`src/rtl/core/bri_pkg.sv`:
```
// ----------------------------------------------------------------------------
// bri_pkg
// shared widths, types and state codes of the bounded random integer filter
// ----------------------------------------------------------------------------
`default_nettype none

package bri_pkg;

    localparam int RAND_W  = 64;   // random word lane width
    localparam int BOUND_W = 63;   // bound and result value width
    localparam int TDATA_W = 64;   // byte-padded stream data width
    localparam int HALF_W  = 32;   // partial product operand width
    localparam int PROD_W  = 127;  // full product width (RAND_W + BOUND_W)

    typedef enum logic [1:0] {
        ST_IDLE = 2'b01,
        ST_RUN  = 2'b10
    } t_thr_state;

    typedef struct packed {
        logic               busy;
        logic [BOUND_W-1:0] thresh;
    } t_thr_stat;

endpackage

`default_nettype wire

```
`src/rtl/core/bri_thr.sv`:
```
// ----------------------------------------------------------------------------
// bri_thr
// serial remainder unit: rejection threshold 2^WORD_BITS mod bound, one bit a cycle
// ----------------------------------------------------------------------------
`default_nettype none

module bri_thr #(
    parameter int WORD_BITS = 64
) (
    input  wire logic                         i_clk,
    input  wire logic                         i_rst_n,
    input  wire logic                         i_start,
    input  wire logic [bri_pkg::BOUND_W-1:0]  i_start_bound,
    input  wire logic [bri_pkg::BOUND_W-1:0]  i_bound,
    output bri_pkg::t_thr_stat                o_stat
);

    localparam int CNT_W = $clog2(WORD_BITS + 1);

    bri_pkg::t_thr_state          r_state, n_state;
    logic [CNT_W-1:0]             r_cnt, n_cnt;
    logic [bri_pkg::BOUND_W-1:0]  r_rem, n_rem;
    logic [bri_pkg::BOUND_W:0]    w_dbl;
    logic [bri_pkg::BOUND_W:0]    w_diff;

    assign w_dbl  = {r_rem, 1'b0};
    assign w_diff = w_dbl - {1'b0, i_bound};

    always_comb begin
        n_state = r_state;
        n_cnt   = r_cnt;
        n_rem   = r_rem;
        if (i_start) begin
            n_state = bri_pkg::ST_RUN;
            n_cnt   = CNT_W'(WORD_BITS);
            // 1 mod bound; zero for bound of zero or one
            n_rem   = (i_start_bound > bri_pkg::BOUND_W'(1))
                    ? bri_pkg::BOUND_W'(1) : '0;
        end else begin
            unique case (r_state)
                bri_pkg::ST_IDLE: begin
                end
                bri_pkg::ST_RUN: begin
                    n_rem = (w_dbl >= {1'b0, i_bound})
                          ? w_diff[bri_pkg::BOUND_W-1:0]
                          : w_dbl[bri_pkg::BOUND_W-1:0];
                    n_cnt = r_cnt - CNT_W'(1);
                    if (r_cnt == CNT_W'(1)) begin
                        n_state = bri_pkg::ST_IDLE;
                    end
                end
                default: begin
                    n_state = bri_pkg::ST_IDLE;
                end
            endcase
        end
    end

    always_ff @(posedge i_clk) begin
        if (!i_rst_n) begin
            r_state <= bri_pkg::ST_IDLE;
            r_cnt   <= '0;
            r_rem   <= '0;
        end else begin
            r_state <= n_state;
            r_cnt   <= n_cnt;
            r_rem   <= n_rem;
        end
    end

    assign o_stat.busy   = (r_state == bri_pkg::ST_RUN);
    assign o_stat.thresh = r_rem;

endmodule

`default_nettype wire

```
`config.mk`:
```
export PLATFORM = sky130hd
export DESIGN_NAME = bri_thr
export DESIGN_NICKNAME = d
export VERILOG_FILES = /design/src/rtl/core/bri_pkg.sv /design/src/rtl/core/bri_thr.sv
export SDC_FILE = /design/constraint.sdc
export NUM_CORES = 1
export LEC_CHECK = 0
export BUFFER_PORTS_ARGS = -buffer_cell sky130_fd_sc_hd__clkbuf_2
export CAP_MARGIN = 20
export CORE_MARGIN = 4
export CORE_UTILIZATION = 59
export CTS_CLUSTER_SIZE = 25
export DETAILED_ROUTE_END_ITERATION = 7
export HOLD_SLACK_MARGIN = 0.08
export PLACE_DENSITY = 0.88
export SLEW_MARGIN = 5
export SYNTH_ARGS = -nofsm -noshare
export SYNTH_HDL_FRONTEND = slang
export SYNTH_SLANG_ARGS = --single-unit
```
`constraint.sdc`:
```
create_clock -name i_clk -period 7.2 [get_ports i_clk]
set_input_delay 1.44 -clock i_clk [delete_from_list [all_inputs] [get_ports i_clk]]
set_output_delay 1.44 -clock i_clk [all_outputs]
set_load 0.05 [all_outputs]
```
Word-level counts from Yosys, hierarchy flattened
Index checks and enable logic that the tools add are counted.

storage, ports and cells
  output and inout port bits = 64
  bits in registers = 72
  input bits = 129
  logic and storage cells = 26

operators by class
  bitwise operators = 1
  multiplexer cells = 9
  add/sub/neg operators = 2
  equality and inequality tests = 5
  magnitude comparators = 2
  reductions and logical operators = 3

operator list
  cell                                                                    count
  63-bit two-way mux                                                      3
  64-bit by 63-bit >= comparator with 1-bit output                        1
  63-bit by 1-bit > comparator with 1-bit output (second input constant)  1
  63-bit subtractor                                                       1
  7-bit two-way mux                                                       2
  7-bit by 1-bit equality test with 1-bit output (second input constant)  1
  7-bit by 1-bit subtractor with 7-bit output (second input constant)     1
  2-bit two-way mux                                                       2
  2-bit case mux with 2 select lines                                      1
  3-bit by 2-bit != test with 1-bit output (second input constant)        1
  2-bit by 1-bit equality test with 1-bit output (second input constant)  1
  2-bit equality test (second input constant)                             1
  2-bit != test (second input constant)                                   1
  2-bit AND reduction                                                     1
  2-bit nonzero test                                                      1
  2-bit OR reduction                                                      1
  1-bit two-way mux                                                       1
  1-bit inverter                                                          1

Depth between registers and ports, before layout
Gate-level depths: netlist of run 1.

  depth after elaboration = 4
  mapped depth = 14

Worst setup path before layout of run 1
No wires, ideal clock.

  path kind = input to register
  from = in i_bound[0] in the netlist's numbering
  to = reg r_rem[52] in the netlist's numbering
  path buffers = 0
  stages on the path = 12
  slack = 3.054 ns
  arrival time = 3.987 ns
  path through = inv_1 -> fa_1 -> a21oi_1 -> o22ai_1 -> o211ai_2 -> o211ai_1 -> a21bo_2 -> a31o_2 -> and3b_1 -> or4_1 -> a31oi_1 -> a21oi_1

between the ends
  longest elaborated chain between the ends = 4

RTL lines
  element                                                                                       RTL line                      RTL
  from (decl)                                                                                   bri_thr.sv:14                 input wire logic [bri_pkg::BOUND_W-1:0] i_bound,
  63-bit subtractor / 64-bit by 63-bit >= comparator with 1-bit output (equally long branches)  bri_thr.sv:27, bri_thr.sv:44
  63-bit two-way mux *                                                                          bri_thr.sv:45                 ? w_diff[bri_pkg::BOUND_W-1:0]
  63-bit two-way mux *                                                                          bri_thr.sv:40                 unique case (r_state)
  63-bit two-way mux *                                                                          bri_thr.sv:33                 if (i_start) begin
  to (signal assigned)                                                                          bri_thr.sv:67                 r_rem <= n_rem;
  to (decl)                                                                                     bri_thr.sv:22                 logic [bri_pkg::BOUND_W-1:0] r_rem, n_rem;

Mark *: on every way between the ends. The rest lies on a longest branch, timed or not. The select of a mux whose other input is x is not followed.
A chain may end at the register's enable or synchronous reset.

Worst setup path after layout of run 1
  from = in i_bound[4] in the netlist's numbering
  to = reg r_rem[49] in the netlist's numbering

The elaborated chain is that of the path after synthesis.

==> metrics.csv, run 1 <==
metric,value,unit
required,7.48,ns
synth.largest_area_cell,dfxtp_1,
die_h,119,µm
cts.clk_slew.worst_paths,0.06,ns
clkLatencyLatePin,0.35,ns
nNetsFinal,1358,
critPathTopFamily,compound AO/OA/AOI/OAI gates,
ctsHtreeMaxLevel,3,
crit_slowest_cell,a21oi_4,
fin_setup_tns,0,ns
std_cell_rows,40,
clockRootBuffer,clkbuf_16,
drv_slew,0,
synth_area,7220,µm²
start_kind,input port,
syn_to_final_growth,18.2,%
ys_ff_latch,72,
final_cell_mix,"191 x clkbuf_2, 103 x nand2_1, 101 x a21oi_1, 82 x inv_1, 77 x nor2_1",
syn_nets,1197,
tightest_slew,0.986,ns
ios,193,
place_area,8210,µm²
cts_setup_buffers,0,
layout_min_cycle_time,5.00,ns
gr-total-overflow,0,
drc,0,
setup_viol_count_final,0,
final_cell_area,8530,µm²
first_global_vias,7800,
cts_tree,yes,
firstDrtPassIters,5,
antenna_cells,0,
cts_inserted_buffers,9,
syn_inst,1002,
die_w,119,µm
first_iter_violations,753,
layout-drive-gt1-share,19.8,%
skew,0.00628,ns
worst_ir_drop_vdd,98.2,µV
p_leak,3.98,nW
slew_headroom,34.2,%
cts_hold_buf,0,
yosysUniqueCellTypes,71,
critPathBufInv,3,
routed_wl,22200,µm
maxCapViolCount,0,
fmax,0.200,GHz
ys_seq_area_share,20.0,%
core,12000,µm²
drtAntennaViolNets,0,
fin_crit_sh,69.5,%
min_path_type,flip-flop to flip-flop,
grt_usage,31.2,%
crit_type,input port to flip-flop,
whs,0.493,ns
synth_area_per_cell,7.21,µm²
start_util,60.1,%
cp.arrival,5.28,ns
path_cells,clkbuf_2 -> inv_1 -> ha_1 -> a21oi_1 -> o22ai_1 -> o211ai_2 -> o211ai_1 -> a41oi_1 -> a21oi_4 -> buf_4 -> nor2_1 -> a311oi_1 -> a21oi_1 -> nor3_1,
power.density,132,nW/µm²
synthFlopType,dfxtp_1,
async_flop_share,0,%
hold_viol_final,0,
rsz0062_at_grt,no,
gp_congestion,0.966,
yosysTopAreaCellShare,20.0,%
p_total,0.00112,W
grt_pass1_wl,36600,µm
worstPathMaxFanout,36,
crit_path_frequent_cell,a21oi_1,
place_hpwl,16800,µm
critPathCaptureType,flip-flop,
status,finished clean,
synth-edff-count,0,
clock_sinks,72,
cts_buffer_depth,2,
grt_max_degree,83,
io_buffers,191,
vias,8209,
synth.area.top_cells,"dfxtp_1 20%, ha_1 11%, a21oi_1 7.0%",
avgRoutedWirePerCell,16.9,µm
die_area,14100,µm²
viasPerCell,6.24,
antenna_found_initial,0,
cts_resized,0,
ys.warnings.count,0,
final_common_cell,clkbuf_2,
max_stage_delay,0.73,ns
[per-stage QoR]
stage	setup WS, ns	std cells	utilization [%]
6_report	2.20	1315	71.0
5_1_grt	1.78	1315	71.0
4_1_cts	2.24	1315	71.0
3_5_place_dp	1.95	1299	68.4
3_3_place_gp	1.98	1298	68.3
2_1_floorplan	3.05	1002	-
[power breakdown]
group          internal, W  total (W)  leakage, nW  switching (W)
Clock             0.000304   0.000497        0.159       0.000193
Combinational    0.0000848   0.000218         3.24       0.000133
Sequential        0.000404   0.000409        0.582     0.00000544
Total             0.000792    0.00112         3.98       0.000332
[Yosys cell counts, types with 4 or more instances]
master and count:
nand2_1 103, a21oi_1 101, inv_1 83, nor2_1 77, dfxtp_1 72, ha_1 65, o21ai_0 56, clkbuf_1 33
a21o_1 31, nand4_1 28, xnor2_1 27, xor2_1 27, nand3_1 23, mux2i_1 22, nor4_1 20, a211oi_1 19
nor3_1 19, o21bai_1 18, a31oi_1 16, a22oi_1 14, o211ai_1 14, o21ai_1 13, buf_2 11, a311oi_1 8
nand2b_1 8, o21a_1 6, a211o_1 5, and2_1 5, nor2b_1 5, a221o_1 4, a31o_2 4, or3_1 4
[cells by family (layout without fill, tap and decap cells)]
family                   Yosys count  in the layout  synth area share (%)
AO/OA/AOI/OAI                    341            341                  30.4
XOR/XNOR                          54             54                  6.55
adder cells (fa/ha/maj)           66             66                  11.5
buffers and inverters            132            298                  7.37
flip-flops                        72             72                  20.0
multiplexers                      23             23                  3.21
AND/OR/NAND/NOR                  314            314                  21.0
[path summary, 6_finish.rpt]
| kind | slack, ns | cells after the start | startpoint | to |
|---|---|---|---|---|
| worst max-delay path | 2.20 | 14 | i_bound[4] | r_rem[49]$_SDFFE_PN0P_ |
| worst min-delay path | 0.49 | 2 | r_rem[7]$_SDFFE_PN0P_ | r_rem[7]$_SDFFE_PN0P_ |
| worst max register to register | 3.06 | 12 | r_rem[3]$_SDFFE_PN0P_ | r_rem[49]$_SDFFE_PN0P_ |
| worst min register to register | 0.49 | 2 | r_rem[7]$_SDFFE_PN0P_ | r_rem[7]$_SDFFE_PN0P_ |
[tightest hold or removal path: stages, from the launching register on]
cell and delay (ns):
dfxtp_1 0.33, nand2_1 0.06, a21oi_1 0.05
[per-layer routing]
metal / part of all wire [%] / GRT usage (%) / vias up / wire length [µm]
met3: 9.2 / 5.84 / 72 / 2040
met5: 0 / 0 / - / 0
met4: 3.8 / 13.8 / 0 / 840
met1: 41 / 39.2 / 3706 / 9150
met2: 46 / 52.0 / 430 / 10200
li1: - / - / 4001 / -
[area by class of cell]
cell class,instances,area [µm²]
Timing Repair Buffer,199,1020
Tap cell,147,184
Inverter,83,312
Clock buffer,9,225
Multi-Input combinational cell,798,5250
Sequential cell,72,1440
Clock inverter,7,96.3
Fill cell,1006,3480
[flip-flops by register name (all words and copies together), names as in the netlist]
signal / flops
r_rem: 63
r_cnt: 7
r_state: 2
No activity file was read; power rests on OpenSTA's default activity.
==> run 2: changes to the inputs <==
Settings changed: ABC_AREA from default to 1, CORE_UTILIZATION 59 to 58, PLACE_DENSITY 0.88 to 0.83.
Clock period 7.2 ns to 5.1 ns, I/O delays scaled along.
==> run 2 against run 1 <==
Synthesized cell count rose by 92%. Total power rose by 29%. Hold slack improved by 0.0046 ns. Sequential power rose by 39%. Final cell count rose by 77%. Global-route usage rose by 3.1 points. Sequential share of layout area fell by 4.1 points. Synthesized area rose by 37%. Largest cell class unchanged. Highest routed layer unchanged.
==> metrics.csv, run 2 <==
metric,value,unit,change
layout_min_cycle_time,3.78,ns,
fin_crit_sh,74.2,%,
combPwrFrac,17.7,%,was 19.4%
crit_slowest_cell,nand2_4,,was a21oi_4
p_total,0.00145,W,was 0.00112 W
reg2reg_from,r_rem[3]$_SDFFE_PN0P_,,unchanged
ios,193,,unchanged
io_buffers,191,,unchanged
drv_slew,0,,unchanged
seqPwrFrac,39.1,%,was 36.4%
power.density,128,nW/µm²,was 132 nW/µm²
viasPerCell,5.17,,was 6.24
grt_usage,34.3,%,was 31.2%
yosysUniqueCellTypes,38,,was 71
synth.largest_area_cell,nand2_1,,was dfxtp_1
wirelength_met1,15100,µm,was 9150 µm
top_signal_layer_used,met4,,unchanged
avgRoutedWirePerCell,14.8,µm,was 16.9 µm
die_w,139,µm,was 119 µm
p_sw,0.000459,W,was 0.000332 W
nFillCells,1603,,was 1006
die_h,139,µm,was 119 µm
clockRootBuffer,clkbuf_16,,unchanged
vias,12000,,was 8209
crit_path_frequent_cell,nand2_1,,was a21oi_1
first_iter_violations,958,,was 753
whs,0.497,ns,was 0.493 ns
final_common_cell,nand2_1,,was clkbuf_2
tightest_slew,0.798,ns,was 0.986 ns
reg_top3,"r_rem (63), r_cnt (7), r_state (2)",,unchanged
critPathCaptureType,flip-flop,,unchanged
ys.warnings.count,0,,unchanged
antenna_found_initial,0,,unchanged
syn_inst,1925,,was 1002
yosysTopAreaCellShare,29.0,%,was 20.0%
dr_wl_met3,2840,µm,was 2040 µm
fin_setup_tns,0,ns,unchanged
synth_area,9890,µm²,was 7220 µm²
synth_area_per_cell,5.14,µm²,was 7.21 µm²
syn_to_final_growth,14.1,%,was 18.2%
grt_pass1_wl,53900,µm,was 36600 µm
required,5.38,ns,was 7.48 ns
ys_top_cells_by_count,"764 x nand2_1, 418 x inv_1, 131 x nand3_1",,"was 103 x nand2_1, 101 x a21oi_1, 83 x inv_1"
final_cell_area,11300,µm²,was 8530 µm²
met2_length,15100,µm,was 10200 µm
hold_viol_final,0,,unchanged
status,finished clean,,unchanged
final_cell_mix,"764 x nand2_1, 418 x inv_1, 191 x clkbuf_2, 131 x nand3_1, 122 x nor2_1",,"was 191 x clkbuf_2, 103 x nand2_1, 101 x a21oi_1, 82 x inv_1, 77 x nor2_1"
clkPwrFrac,43.2,%,was 44.2%
top_register,r_rem,,unchanged
cts_tree,yes,,unchanged
reg2reg_depth,14,,was 12
r2r-end,r_rem[50]$_SDFFE_PN0P_,,was r_rem[49]$_SDFFE_PN0P_
ys_seq_area_share,14.6,%,was 20.0%
drc,0,,unchanged
gp_congestion,1.02,,was 0.966
maxCapViolCount,0,,unchanged
cts.clk_slew.worst_paths,0.07,ns,was 0.06 ns
reg2reg_slack,1.83,ns,was 3.06 ns
die_area,19200,µm²,was 14100 µm²
place_hpwl,28200,µm,was 16800 µm
syn_nets,2120,,was 1197
gr-total-overflow,0,,unchanged
start_kind,input port,,unchanged
clkLatencyLatePin,0.36,ns,was 0.35 ns
setup_viol_count_final,0,,unchanged
cts_setup_buffers,0,,unchanged
worst_ir_drop_vdd,143,µV,was 98.2 µV
cts_hold_buf,0,,unchanged
place_area,11000,µm²,was 8210 µm²
routed_wl,34300,µm,was 22200 µm
synth-edff-count,0,,unchanged
synthFlopType,dfxtp_1,,unchanged
rsz0062_at_grt,no,,unchanged
cts_buffer_depth,2,,unchanged
worstPathMaxFanout,62,,was 36
fmax,0.264,GHz,
cts_resized,0,,unchanged
std_cell_rows,47,,was 40
synth_most_common_cell,nand2_1,,unchanged
intPower,0.000991,W,was 0.000792 W
hold_path_end,r_rem[7]$_SDFFE_PN0P_,,unchanged
skew,0.0110,ns,was 0.00628 ns
firstDrtPassIters,7,,was 5
hold_path_depth,2,,unchanged
ys_ff_latch,72,,unchanged
synth.area.top_cells,"nand2_1 29%, inv_1 16%, dfxtp_1 15%",,"was dfxtp_1 20%, ha_1 11%, a21oi_1 7.0%"
antenna_cells,0,,unchanged
fin_ws,1.32,ns,was 2.20 ns
p_leak,6.85,nW,was 3.98 nW
crit_type,input port to flip-flop,,unchanged
min_path_type,flip-flop to flip-flop,,unchanged
ctsHtreeMaxLevel,3,,unchanged
clock_sinks,72,,unchanged
hp-start,r_rem[7]$_SDFFE_PN0P_,,unchanged
slew_headroom,46.7,%,was 34.2%
grt_max_degree,64,,was 83
core,16600,µm²,was 12000 µm²
switching_share,31.7,%,was 29.5%
path_cells,clkbuf_2 -> inv_1 -> fa_1 -> nand2_1 -> nand2_1 -> nand3_1 -> nand2_2 -> nand2_1 -> nand2_2 -> nand2_1 -> nand3_2 -> nand2_4 -> nand2_4 -> nand3_1 -> nand2_1 -> a21oi_1,,was clkbuf_2 -> inv_1 -> ha_1 -> a21oi_1 -> o22ai_1 -> o211ai_2 -> o211ai_1 -> a41oi_1 -> a21oi_4 -> buf_4 -> nor2_1 -> a311oi_1 -> a21oi_1 -> nor3_1
start_util,59.4,%,was 60.1%
drtAntennaViolNets,0,,unchanged
first_global_vias,11000,,was 7800
async_flop_share,0,%,unchanged
nNetsFinal,2291,,was 1358
cp.arrival,4.07,ns,was 5.28 ns
max_stage_delay,0.52,ns,was 0.73 ns
largest_reg_flops,63,,unchanged
cts_inserted_buffers,9,,unchanged
pre_cts_ws,1.03,ns,was 1.95 ns
layout-drive-gt1-share,11.9,%,was 19.8%
-- run 2: cell count changes after synthesis, moves of 19 or more --
| cell | delta |
|---|---|
| inv_1 | +335 |
| a21o_1 | -28 |
| o21ai_0 | -46 |
| xor2_1 | -25 |
| inv_2 | +21 |
| nor2_1 | +47 |
| nand3_1 | +108 |
| nand3b_1 | +51 |
| a211oi_1 | -19 |
| mux2i_1 | -22 |
| nand2_1 | +661 |
-- run 2: worst max-delay path by stage --
stage / slack [ns] / startpoint / to / cells past startpoint
after CTS: 1.38 / i_bound[0] / r_rem[56]$_SDFFE_PN0P_ / 16
after detailed placement: 1.03 / i_bound[0] / r_rem[56]$_SDFFE_PN0P_ / 16
final: 1.32 / i_bound[0] / r_rem[50]$_SDFFE_PN0P_ / 16
after floorplan: 2.26 / i_bound[0] / r_rem[44]$_SDFFE_PN0P_ / 16
after global placement: 1.12 / i_bound[0] / r_rem[41]$_SDFFE_PN0P_ / 16
after global routing: 1.13 / i_bound[0] / r_rem[60]$_SDFFE_PN0P_ / 16
-- run 2: cell families after synthesis --
logic type,after synthesis,share of synthesized area [%]
compound gates,125,6.62
xor+xnor,30,2.66
fa+ha+maj,66,8.42
buf+inv,492,19.1
flops,72,14.6
simple gates,1140,48.7
-- run 2: power groups by stage --
stage / registers (W) / logic [W] / clock network [W]
6_report: 0.000567 / 0.000256 / 0.000627
5_1_grt: 0.000567 / 0.000284 / 0.000660
4_1_cts: 0.000567 / 0.000250 / 0.000627
3_5_place_dp: 0.000580 / 0.000248 / 0
3_3_place_gp: 0.000580 / 0.000242 / 0
2_1_floorplan: 0.000582 / 0.000153 / 0
-- run 2: stage by stage --
stage / instances / util (%)
after floorplan: 1925 / -
after global placement: 2304 / 66.1
after detailed placement: 2304 / 66.1
after CTS: 2320 / 67.7
after global routing: 2321 / 67.8
final: 2321 / 67.8
-- run 2: worst max-delay path, delay by kind of cell --
kind,cells,cell delay [ns]
buffers and inverters,2,0.22
AOI/OAI and AO/OA,1,0.13
adders and majority gates,1,0.50
and+or+nand+nor,12,2.16
-- run 2: layer usage --
layer / vias up / GRT usage (%)
met5: - / 0
met4: 0 / 14.2
met3: 73 / 4.79
met2: 519 / 55.8
met1: 5284 / 45.7
li1: 6132 / -
-- run 2: final cells by class --
cell class	instances	area [µm²]	share of cell area, %
clock buffers	9	225	1.99
clock inverters	7	47.5	0.421
multi-input cells	1361	6580	58.3
well taps	220	275	2.44
repair buffers	197	1010	8.98
flip-flops and latches	72	1440	12.8
inverters	455	1710	15.1
==> run 3: changes to the inputs <==
Settings changed: ABC_AREA 1 to 0, CORE_UTILIZATION 58 to 49, PLACE_DENSITY 0.83 to 0.78.
Clock period 5.1 ns to 3.27 ns, I/O delays scaled along.
==> run 3 against run 2 <==
Global-route usage fell by 4.7 points. Non-clock buffer count grew 168. Critical path type unchanged. Hold slack got worse by 0.014 ns. Critical endpoint is now r_rem[52]$_SDFFE_PN0P_. Largest power group unchanged. Combinational power is 130% higher. Sequential share of layout area is 1.8 points higher. Final cell count down 35%. Critical path depth decreased by 3.
==> metrics.csv, run 3 (synthesized netlist as in run 1, its figures left out) <==
metric,value,unit,change
firstDrtPassIters,5,,was 7
tightest_slew,0.751,ns,was 0.798 ns
power.density,246,nW/µm²,was 128 nW/µm²
hold_viol_final,0,,unchanged
vias,8880,,was 12000
layout-drive-gt1-share,30.7,%,was 11.9%
worst_ir_drop_vdd,252,µV,was 143 µV
syn_to_final_growth,37.2,%,was 14.1%
worstPathMaxFanout,4,,was 62
core,14500,µm²,was 16600 µm²
first_iter_violations,741,,was 958
cts_tree,yes,,unchanged
nNetsFinal,1524,,was 2291
gr-total-overflow,0,,unchanged
antenna_found_initial,0,,unchanged
hold_path_end,r_rem[10]$_SDFFE_PN0P_,,was r_rem[7]$_SDFFE_PN0P_
avgRoutedWirePerCell,16.6,µm,was 14.8 µm
fmax,0.319,GHz,
reg2reg_from,r_rem[18]$_SDFFE_PN0P_,,was r_rem[3]$_SDFFE_PN0P_
layoutNonFillerInstCount,1517,,was 2321
clkLatencyLatePin,0.34,ns,was 0.36 ns
setup_viol_count_final,0,,unchanged
ctsHtreeMaxLevel,3,,unchanged
layout_min_cycle_time,3.13,ns,
rsz0062_at_grt,yes,,was no
hold_path_depth,2,,unchanged
io_buffers,191,,unchanged
clockRootBuffer,clkbuf_16,,unchanged
crit_slowest_cell,or4_1,,was nand2_4
path_cells,clkbuf_2 -> inv_1 -> ha_1 -> a21oi_2 -> nand3b_1 -> o211ai_2 -> o211ai_1 -> a21bo_2 -> a31o_2 -> and3b_1 -> or4_1 -> a31oi_1 -> a21oi_1,,was clkbuf_2 -> inv_1 -> fa_1 -> nand2_1 -> nand2_1 -> nand3_1 -> nand2_2 -> nand2_1 -> nand2_2 -> nand2_1 -> nand3_2 -> nand2_4 -> nand2_4 -> nand3_1 -> nand2_1 -> a21oi_1
grt_max_degree,46,,was 64
r2r-end,r_rem[52]$_SDFFE_PN0P_,,was r_rem[50]$_SDFFE_PN0P_
drv_slew,0,,unchanged
fin_crit_sh,95.8,%,
reg2reg_depth,11,,was 14
largest_reg_flops,63,,unchanged
cts_hold_buf,0,,unchanged
grt_usage,29.6,%,was 34.3%
ios,193,,unchanged
crit_type,input port to flip-flop,,unchanged
drtAntennaViolNets,0,,unchanged
max_stage_delay,0.39,ns,was 0.52 ns
min_path_type,flip-flop to flip-flop,,unchanged
cts_inserted_buffers,9,,unchanged
required,3.48,ns,was 5.38 ns
utilization,68.4,%,was 67.8%
cts.clk_slew.worst_paths,0.06,ns,was 0.07 ns
first_global_vias,8375,,was 11000
routed_wl,25200,µm,was 34300 µm
die_h,129,µm,was 139 µm
critPathCaptureType,flip-flop,,unchanged
gp_congestion,0.962,,was 1.02
clock_sinks,72,,unchanged
dp.cells,1502,,was 2304
p_leak,4.78,nW,was 6.85 nW
cp.arrival,3.35,ns,was 4.07 ns
hp-start,r_rem[10]$_SDFFE_PN0P_,,was r_rem[7]$_SDFFE_PN0P_
reg2reg_slack,0.23,ns,was 1.83 ns
cts_setup_buffers,0,,unchanged
place_hpwl,20300,µm,was 28200 µm
reg_top3,"r_rem (63), r_cnt (7), r_state (2)",,unchanged
cts_buffer_depth,2,,unchanged
top_register,r_rem,,unchanged
antenna_cells,0,,unchanged
status,finished clean,,unchanged
final_cell_mix,"191 x clkbuf_2, 170 x buf_4, 103 x nand2_1, 97 x a21oi_1, 82 x inv_1",,"was 764 x nand2_1, 418 x inv_1, 191 x clkbuf_2, 131 x nand3_1, 122 x nor2_1"
start_util,49.9,%,was 59.4%
std_cell_rows,44,,was 47
grt_pass1_wl,40000,µm,was 53900 µm
maxCapViolCount,0,,unchanged
skew,0.00439,ns,was 0.0110 ns
slew_headroom,49.9,%,was 46.7%
viasPerCell,5.85,,was 5.17
final_common_cell,clkbuf_2,,was nand2_1
die_area,16700,µm²,was 19200 µm²
die_w,129,µm,was 139 µm
cts_resized,0,,unchanged
start_kind,input port,,unchanged
drc,0,,unchanged
## run 3: cell types whose count changed in the layout (fill, tap and decap cells not counted), moves of 51 or more
cell / before / now
nand2_1: 764 / 103
inv_1: 418 / 82
buf_4: 5 / 170
nand3_1: 131 / 23
nand3b_1: 54 / 3
## run 3: layout make-up
cell class              instances  area (µm²)
multi-input cells             798        5330
clock inverters                 3        17.5
inverters                      83         312
repair buffers                365        2310
fillers                      1268        4570
clock buffers                  12         256
well taps                     184         230
flip-flops and latches         72        1440
## run 3: how the worst max path moves through the flow
stage                          startpoint                      to  depth (start not counted)
floorplan           r_rem[3]$_SDFFE_PN0P_  r_rem[52]$_SDFFE_PN0P_                         11
global placement               i_bound[0]  r_rem[52]$_SDFFE_PN0P_                         13
detailed placement             i_bound[0]  r_rem[52]$_SDFFE_PN0P_                         13
CTS                            i_bound[7]  r_rem[52]$_SDFFE_PN0P_                         13
global route                  i_bound[28]  r_rem[47]$_SDFFE_PN0P_                         15
finish                         i_bound[7]  r_rem[52]$_SDFFE_PN0P_                         13
## run 3: through the flow
stage / instance area [µm²] / TNS, ns / hold slack, ns / setup slack, ns / power, W
after global routing: 9900 / -0.0533 / 0.501 / -0.0261 / 0.00254
after global placement: 9560 / -2.73 / 0.463 / -0.199 / 0.00148
after detailed placement: 9560 / -4.34 / 0.474 / -0.252 / 0.00150
after floorplan: 7230 / 0 / 0.481 / 0.00841 / 0.00123
final: 9900 / 0 / 0.484 / 0.136 / 0.00244
after CTS: 9830 / 0 / 0.481 / 0.0623 / 0.00244
## run 3: worst max-delay path, delay by kind of cell
kind | cells | cell delay [ns]
simple gates | 3 | 0.76
compound gates | 7 | 1.47
fa+ha+maj | 1 | 0.34
buf+inv | 2 | 0.11
## run 3: metal layers
metal | part of all wire, % | global-route usage [%] | vias up | wire, µm
li1 | - | - | 4326 | -
met1 | 42 | 37.2 | 4091 | 10700
met2 | 48 | 51.1 | 397 | 12000
met3 | 7.0 | 3.67 | 66 | 1760
met4 | 3.2 | 12.2 | 0 | 798
met5 | 0 | 0 | - | 0
## run 3: where the power goes
part	switching, W	internal (W)	leakage [nW]
sequential	0.0000119	0.000889	0.583
combinational	0.000325	0.000265	4.07
clock	0.000398	0.000549	0.134
